==> config.mk <==
export PLATFORM = sky130hd
export DESIGN_NAME = hse_cell
export DESIGN_NICKNAME = d
export VERILOG_FILES = /design/src/hdl/assert_macros.svh /design/src/hdl/hse_pkg.sv /design/src/hdl/hse_cell.sv
export SDC_FILE = /design/constraint.sdc
export NUM_CORES = 1
export LEC_CHECK = 0
export ABC_AREA = 0
export BUFFER_PORTS_ARGS = -buffer_cell sky130_fd_sc_hd__buf_2
export CAP_MARGIN = 30
export CORE_UTILIZATION = 45
export DETAILED_ROUTE_END_ITERATION = 8
export PLACE_DENSITY_LB_ADDON = 0.05
export SKIP_CTS_REPAIR_TIMING = 1
export SYNTH_ARGS = -nofsm -noshare
export SYNTH_HDL_FRONTEND = slang
export SYNTH_SLANG_ARGS = --single-unit
==> constraint.sdc <==
create_clock -name i_clk -period 3.6 [get_ports i_clk]
set_input_delay 0.18 -clock i_clk [delete_from_list [all_inputs] [get_ports i_clk]]
set_output_delay 0.18 -clock i_clk [all_outputs]
set_load 0.01 [all_outputs]
==> src/hdl/assert_macros.svh <==
// ----------------------------------------------------------------------------
// Assertion macros
// Shared concurrent assertion wrappers; they compile away when NO_ASSERTIONS
// is defined.
// ----------------------------------------------------------------------------
`ifndef ASSERT_MACROS_SVH
`define ASSERT_MACROS_SVH

`ifndef NO_ASSERTIONS

// The property must hold at every clock edge outside reset.
`define ASSERT_SYNC(label, clk, rst_n, prop) \
    label: assert property (@(posedge clk) disable iff (!(rst_n)) (prop)) \
        else $error("assertion failed");

// The expression must never be true at a clock edge outside reset.
`define ASSERT_NEVER(label, clk, rst_n, expr) \
    label: assert property (@(posedge clk) disable iff (!(rst_n)) !(expr)) \
        else $error("forbidden condition seen");

`else

`define ASSERT_SYNC(label, clk, rst_n, prop)
`define ASSERT_NEVER(label, clk, rst_n, expr)

`endif

`endif

==> src/hdl/hse_pkg.sv <==
// ----------------------------------------------------------------------------
// hse_pkg
// Types and constants shared by the sort engine's cells and its top level.
// ----------------------------------------------------------------------------
package hse_pkg;

    // Width of one element.
    localparam int VALUE_W = 32;

    // One input item: an element and the end-of-set mark.
    typedef struct packed {
        logic signed [VALUE_W-1:0] value;
        logic                      last;
    } t_in_item;

    // One result item.
    typedef struct packed {
        logic signed [VALUE_W-1:0] value_res;
        logic                      last_res;
        logic                      overflow;
    } t_out_item;

    // Commands broadcast to every cell of the row.
    typedef struct packed {
        logic insert;
        logic shift;
    } t_cell_ctrl;

    // Phases of the engine.
    typedef enum logic {
        ST_COLLECT,
        ST_DRAIN
    } t_state;

endpackage

==> src/hdl/hse_cell.sv <==
// ----------------------------------------------------------------------------
// hse_cell
// One slot of the sorted row. On insert it keeps its element, takes the new
// element or takes its left neighbour's element; on shift it takes its right
// neighbour's element.
// ----------------------------------------------------------------------------
module hse_cell
    import hse_pkg::*;
(
    input  logic                      i_clk,
    input  logic                      i_rst_n,
    input  t_cell_ctrl                i_ctrl,
    input  logic signed [VALUE_W-1:0] i_value,
    input  logic                      i_prev_keep,
    input  logic                      i_prev_valid,
    input  logic signed [VALUE_W-1:0] i_prev_value,
    input  logic                      i_next_valid,
    input  logic signed [VALUE_W-1:0] i_next_value,
    output logic                      o_keep,
    output logic                      o_valid,
    output logic signed [VALUE_W-1:0] o_value
);

    logic                      r_valid;
    logic                      n_valid;
    logic signed [VALUE_W-1:0] r_value;
    logic signed [VALUE_W-1:0] n_value;

    // A held element stays put when it is not greater than the new one.
    assign o_keep  = r_valid && !(r_value > i_value);
    assign o_valid = r_valid;
    assign o_value = r_value;

    // Next contents of the slot.
    always_comb begin
        n_valid = r_valid;
        n_value = r_value;
        if (i_ctrl.insert) begin
            if (!o_keep) begin
                n_value = i_prev_keep ? i_value : i_prev_value;
                n_valid = r_valid | i_prev_valid;
            end
        end else if (i_ctrl.shift) begin
            n_value = i_next_value;
            n_valid = i_next_valid;
        end
    end

    // Occupancy flag.
    always_ff @(posedge i_clk) begin
        if (!i_rst_n) begin
            r_valid <= 1'b0;
        end else begin
            r_valid <= n_valid;
        end
    end

    // Element storage.
    always_ff @(posedge i_clk) begin
        r_value <= n_value;
    end

endmodule

-- Word-level counts from Yosys, hierarchy flattened
Cells that the tools add are included.
W data, S select, Z words.
- bits in latches: 0
- bits in registers: 33
- bits in read-only memories: 0
- RAM bits: 0
- word-level logic and storage cells: 16
- memories: 0
- input bits: 103
- shift-type cells: 0
- $add $sub $neg: 0
- bitwise logic cells: 1
- multipliers: 0
- divide/modulo/power cells: 0
- equal/unequal tests: 1
- reductions and logical operators: 4
- order comparisons: 1
- mux-type cells: 7
- operators with widths (cell ; count):
    $mux W32 ; 4
    $gt A32 B32 Y1 ; 1
    $mux W1 ; 3
    $ne A2 B2 Y1 const B ; 1
    $reduce_and A2 Y1 ; 1
    $reduce_bool A2 Y1 ; 1
    $logic_and A1 B1 Y1 ; 1
    $logic_not A1 Y1 ; 1
    $or A1 B1 Y1 ; 1

-- Longest topological paths before layout
Gate-level depths: netlist (run 1).
- depth after elaboration: 5
- mapped depth: 8
- mapped depth without buffers: 8

-- Least setup slack after synthesis (run 1)
OpenSTA, ideal clock, no wires.
- path type: reg2reg
- start: register r_value[31] (netlist: o_value[31])
- end: register r_value[0] (netlist: o_value[0]), enable pin
- setup time: 0.376 ns
- stages on the path, launching flop included: 8
- path buffers: 0
- arrival: 2.386 ns
- clock period less this slack: 2.761 ns
- setup slack: 0.839 ns
- path through: edfxtp_1 ha_1 nand4_1 nor3_1 nand2_1 or3_2 o21ai_0 o221a_2
- longest elaborated chain between the ends: 5
- ends and longest elaborated chain (element ; RTL line ; RTL):
    start, declared ; hse_cell.sv:26 ; logic signed [VALUE_W-1:0] r_value;
    start signal, assigned ; hse_cell.sv:60 ; r_value <= n_value;
    $gt A32 B32 Y1 ; hse_cell.sv:30 ; assign o_keep = r_valid && !(r_value > i_value);
    $logic_not A1 Y1 ; hse_cell.sv:30 ;
    $logic_and A1 B1 Y1 ; hse_cell.sv:30 ;
    $ne A2 B2 Y1 (no line) ; n/a ;
    $reduce_and A2 Y1 (no line) ; n/a ;
Every way passes these cells.
A chain may end at the register's enable or synchronous reset.

-- Final worst setup path (run 1)
- start: register r_value[31] (netlist: o_value[31])
- end: register r_value[18] (netlist: o_value[18]), enable pin
The elaborated chain is that of the path after synthesis.

==> results of run 1 <==
==> flip-flops by register name, summed over array words and instances, names as in the netlist <==
name     cells
o_value     32
o_valid      1
==> logic make-up after synthesis <==
family	share of synthesized area
AOI/OAI and AO/OA	0.142
and+or+nand+nor	0.111
buffers and inverters	0.0697
muxes	0.131
DFF	0.388
adders and majority gates	0.158
==> layer usage <==
layer,up-vias,wire (um)
li1,1232,-
met1,1016,2620
met2,89,2680
met3,8,482
met4,0,74
met5,-,0
==> placed cells by master (no fill, tap or decap), drive strengths merged <==
cell,netlist,layout
ha,32,32
o211a,2,2
a211oi,2,2
nand2,11,11
a221oi,1,1
mux2i,32,32
o21ai,3,3
edfxtp,32,32
o22a,1,1
nor2,33,33
o21a,2,2
nand3,6,6
or3,1,1
mux2,1,1
o2111ai,1,1
nor3b,1,1
nand4,6,6
o221a,2,2
nand2b,1,1
or4,2,2
nor3,1,1
a21oi,46,46
dfxtp,1,1
clkbuf,6,8
buf,6,137
inv,35,35
a21o,2,2
==> Yosys cell counts (2+ instances only) <==
cell,count,share of area
a21oi_1,46,0.091
inv_1,35,0.052
nor2_1,33,0.049
edfxtp_1,32,0.38
ha_1,32,0.16
mux2i_1,32,0.13
nand2_1,11,0.016
buf_1,6,0.0089
clkbuf_1,6,0.0089
nand3_1,6,0.012
nand4_1,6,0.015
o21ai_0,3,0.0059
a211oi_1,2,0.0059
a21o_1,2,0.0059
o211a_1,2,0.0079
o21a_1,2,0.0059
o221a_2,2,0.0089
or4_4,2,0.0089
==> worst paths after layout <==
check,cells after the start,startpoint,end
worst max-delay path,7,o_value[31],o_value[18]
worst min-delay path,2,i_rst_n,o_valid
worst max register to register,7,o_value[31],o_value[18]
worst min register to register,1,o_valid,o_valid
==> power by group through the flow <==
stage / Sequential (W) / Clock (W) / Combinational, W
finish: 0.000499 / 0.000284 / 0.000337
floorplan: 0.000527 / 0 / 0.000176
global placement: 0.000504 / 0 / 0.000335
detailed placement: 0.000508 / 0 / 0.000339
global route: 0.000506 / 0.000308 / 0.000384
CTS: 0.000500 / 0.000295 / 0.000342
==> through the flow <==
stage,cells,hold WS (ns),util
6_report,472,0.152,0.636
5_1_grt,472,0.137,0.636
4_1_cts,472,0.140,0.636
3_5_place_dp,464,0.435,0.619
3_3_place_gp,464,0.440,0.619
2_1_floorplan,269,0.327,-
==> layout make-up <==
cell class / count / area (um2) / area share
Multi-Input combinational cell: 189 / 1370 / 0.410
Sequential cell: 33 / 981 / 0.293
Timing Repair Buffer: 137 / 688 / 0.205
Inverter: 35 / 131 / 0.0392
Clock buffer: 8 / 90.1 / 0.0269
Tap cell: 70 / 87.6 / 0.0261
==> worst register-to-register path, cell delays in order (launching register included) <==
cell and delay, ns:
edfxtp_1 0.40, ha_1 0.35, nand4_1 0.16, nor3_1 0.28
nand2_1 0.16, or3_2 0.46, o21ai_0 0.09, o221a_2 0.78
==> impl_metrics.env, run 1 <==
export IMPL_status="finished, final reports clean"
export IMPL_p_clk_frac=0.254
export IMPL_wire_per_inst_um=12.4
export IMPL_syn_inst=269
export IMPL_netlist_area_um2=2530
export IMPL_path_class="flip-flop to flip-flop"
export IMPL_switching_share=0.296
export IMPL_async_flop_share=0
export IMPL_pwr_share_seq=0.446
export IMPL_ys_flop_type="edfxtp_1"
export IMPL_grt_use_met3=0.0560
export IMPL_endpoint_kind="flip-flop"
export IMPL_skew_ns=0.00802
export IMPL_fillers=503
export IMPL_areaGrowthSynthToFinish_pct=32.4
export IMPL_drt_iter0_markers=72
export IMPL_hold_path_class="primary input to flip-flop"
export IMPL_powerDensity_nw_per_um2=334
export IMPL_dp_slack_ns=0.523
export IMPL_postRouteAntennaNets=0
export IMPL_dpl_cell_area_um2=3260
export IMPL_tightest_slew_ns=0.954
export IMPL_finalWorstSetupSlack_ns=0.524
export IMPL_use_met1=0.244
export IMPL_ys_seq_area_frac=0.388
export IMPL_rrSetupSlack_ns=0.52
export IMPL_crit_buf_inv=0
export IMPL_clk_pin_slew_ns=0.07
export IMPL_die_w_um=77.0
export IMPL_path_cells="ha_1 -> nand4_1 -> nor3_1 -> nand2_1 -> or3_2 -> o21ai_0 -> o221a_2"
export IMPL_fp_row_count=26
export IMPL_setup_viol=0
export IMPL_max_freq_mhz=325
export IMPL_grt_max_degree=51
export IMPL_fin_crit_ns=3.08
export IMPL_worst_path_dominant_cell_family="simple AND/OR/NAND/NOR gates"
export IMPL_start_util=0.480
export IMPL_cts_path_max_buffers=2
export IMPL_numPortBuffers=136
export IMPL_grt_util_met2=0.356
export IMPL_ys_seq_elements=33
export IMPL_numCtsBuffers=5
export IMPL_routed_wl_um=5860
export IMPL_die_area_um2=5930
export IMPL_drv_cap=0
export IMPL_grt_setup_unrepaired="no"
export IMPL_crit_fanout=32
export IMPL_grt_pass1_wl_um=9760
export IMPL_slowest_stage="o221a_2"
export IMPL_fin_total_pwr_w=0.00112
export IMPL_switchingPower_w=0.000332
export IMPL_synth_edff_count=32
export IMPL_slew_headroom=0.364
export IMPL_startpoint_type="flip-flop"
export IMPL_layout_drive_gt1_share=0.371
export IMPL_period_share=0.854
export IMPL_io_pins=137
export IMPL_root_buffer="clkbuf_8"
export IMPL_syn_area_per_cell_um2=9.40
export IMPL_p_int_w=0.000789
export IMPL_final_nets=536
export IMPL_comb_power_share=0.301
export IMPL_cts_sinks=33
export IMPL_cts_max_level=2
export IMPL_hold_viol=0
export IMPL_cts_tree="yes"
export IMPL_clk_latency_ns=0.28
export IMPL_drc=0
export IMPL_vias_per_cell=4.97
export IMPL_post_route_cell_area_um2=3350
export IMPL_overflow=0
export IMPL_max_vdd_ir_drop_mv=0.222
export IMPL_antenna_found_initial=0
export IMPL_hpwlAfterDp_um=4670
export IMPL_ys_types=27
export IMPL_gp_congestion=0.707
export IMPL_num_vias=2345
export IMPL_first_pass_iters=4
export IMPL_slowest_delay_ns=0.78
export IMPL_core_um2=5270
export IMPL_cp_arrival_ns=2.98
export IMPL_busiest_layer="met2"
export IMPL_leakagePower_nw=1.76
export IMPL_n_antenna_cell=0
export IMPL_grt_usage=0.207
export IMPL_drv_slew=0
export IMPL_critPathRequiredTime_ns=3.50
export IMPL_yosys_warnings=0
export IMPL_fp_dieH_um=77.0
export IMPL_synth_nets=404
export IMPL_grt_pass1_vias=2259
export IMPL_finalSetupTns_ns=0
No activity file was read; power rests on OpenSTA's default activity.
==> inputs of run 2 (changes only) <==
==> constraint.sdc (replaced) <==
create_clock -name i_clk -period 3.6 [get_ports i_clk]
set_input_delay 0.18 -clock i_clk [delete_from_list [all_inputs] [get_ports i_clk]]
set_output_delay 0.18 -clock i_clk [all_outputs]
set_load 0.05 [all_outputs]
==> impl_metrics.env, run 2 (synthesized netlist as in run 1, its figures left out) <==
export IMPL_skew_ns=0.00914
export IMPL_rrSetupSlack_ns=0.57
export IMPL_final_cell_mix="buf_2, a21oi_1, inv_1"
export IMPL_grt_setup_unrepaired="no"
export IMPL_numPortBuffers=136
export IMPL_max_freq_mhz=330
export IMPL_leakagePower_nw=1.76
export IMPL_multi_input_area_um2=1370
export IMPL_overflow=0
export IMPL_drc=0
export IMPL_rr_worst_depth=7
export IMPL_wire_per_inst_um=12.4
export IMPL_startpoint_type="flip-flop"
export IMPL_numCtsBuffers=5
export IMPL_hold_slack_ns=0.141
export IMPL_layout_drive_gt1_share=0.371
export IMPL_grt_max_degree=51
export IMPL_clk_pin_slew_ns=0.07
export IMPL_layout_commonest_cell="buf_2"
export IMPL_io_pins=137
export IMPL_holdPathStages=2
export IMPL_antenna_found_initial=0
export IMPL_core_um2=5270
export IMPL_num_vias=2361
export IMPL_path_class="flip-flop to flip-flop"
export IMPL_cts_tree="yes"
export IMPL_first_pass_iters=6
export IMPL_hpwlAfterDp_um=4680
export IMPL_critPathRequiredTime_ns=3.51
export IMPL_cp_arrival_ns=2.94
export IMPL_cts_sinks=33
export IMPL_drt_iter0_markers=76
export IMPL_slew_headroom=0.365
export IMPL_die_w_um=77.0
export IMPL_setup_viol=0
export IMPL_regArea_um2=981
export IMPL_cts_max_level=2
export IMPL_start_util=0.480
export IMPL_fillers=483
export IMPL_max_vdd_ir_drop_mv=0.215
export IMPL_postRouteAntennaNets=0
export IMPL_hold_viol=0
export IMPL_r2r_start="o_value[31]"
export IMPL_tightest_slew_ns=0.952
export IMPL_grt_usage=0.212
export IMPL_root_buffer="clkbuf_8"
export IMPL_grt_pass1_wl_um=10200
export IMPL_drv_slew=0
export IMPL_die_area_um2=5930
export IMPL_vias_per_cell=5.00
export IMPL_dpl_cell_area_um2=3260
export IMPL_post_route_cell_area_um2=3340
export IMPL_grt_pass1_vias=2431
export IMPL_endpoint_kind="flip-flop"
export IMPL_finalSetupTns_ns=0
export IMPL_gp_congestion=0.727
export IMPL_hold_path_class="primary input to flip-flop"
export IMPL_fin_crit_ns=3.03
export IMPL_final_nets=536
export IMPL_routed_wl_um=5870
export IMPL_powerDensity_nw_per_um2=368
export IMPL_period_share=0.843
export IMPL_n_antenna_cell=0
export IMPL_status="finished, final reports clean"
export IMPL_hold_path_startpoint="i_rst_n"
export IMPL_drv_cap=0
export IMPL_areaGrowthSynthToFinish_pct=32.1
export IMPL_crit_fanout=32
export IMPL_min_to="o_valid"
export IMPL_fp_row_count=26
export IMPL_largest_reg_flops=32
export IMPL_fp_dieH_um=77.0
export IMPL_cts_path_max_buffers=2
export IMPL_clk_latency_ns=0.29
export IMPL_r2r_end="o_value[21]"
run 2: cell count changes in the layout (fill, tap and decap cells not counted), sizes merged:
cell,delta
clkinv,+3
clkbuf,-3
run 2: report_power, final:
group / total [W] / internal (W) / leakage [nW] / switching [W]
Combinational: 0.000464 / 0.000157 / 1.39 / 0.000307
Sequential: 0.000499 / 0.000477 / 0.325 / 0.0000225
Clock: 0.000268 / 0.000130 / 0.0430 / 0.000138
Total: 0.00123 / 0.000764 / 1.76 / 0.000467
run 2: worst max-delay path, stage by stage (launching register included):
cell,delay [ns]
edfxtp_1,0.40
ha_1,0.35
nand4_1,0.16
nor3_1,0.26
nand2_1,0.15
or3_2,0.46
o21ai_0,0.10
o221a_2,0.77
run 2: worst max-delay path by stage:
stage | from | end | cells past startpoint
floorplan | o_value[31] | o_value[0] | 7
global placement | o_value[31] | o_value[11] | 7
detailed placement | o_value[31] | o_value[17] | 7
CTS | o_value[31] | o_value[17] | 7
global route | o_value[31] | o_value[16] | 7
finish | o_value[31] | o_value[21] | 7
run 2: routing by layer:
metal	vias up	track usage	part of all wire
met4	0	0.0679	0.012
li1	1235	-	-
met5	-	0	0
met1	1036	0.237	0.44
met2	83	0.393	0.47
met3	7	0.0524	0.073
run 2: layout make-up:
cell class / count / share of cell area
timing repair buffer: 137 / 0.206
tap: 70 / 0.0262
multi-input combinational: 189 / 0.411
clock inverter: 3 / 0.00374
clock buffer: 5 / 0.0206
sequential: 33 / 0.294
inverter: 35 / 0.0393
run 2: through the flow:
step | utilization | worst slack [ns] | total power [W] | std cells
after floorplan | - | 0.591 | 0.000832 | 269
after global placement | 0.619 | 0.636 | 0.000965 | 464
after detailed placement | 0.619 | 0.542 | 0.000974 | 464
after CTS | 0.634 | 0.526 | 0.00124 | 472
after global routing | 0.634 | 0.392 | 0.00131 | 472
final | 0.634 | 0.566 | 0.00123 | 472
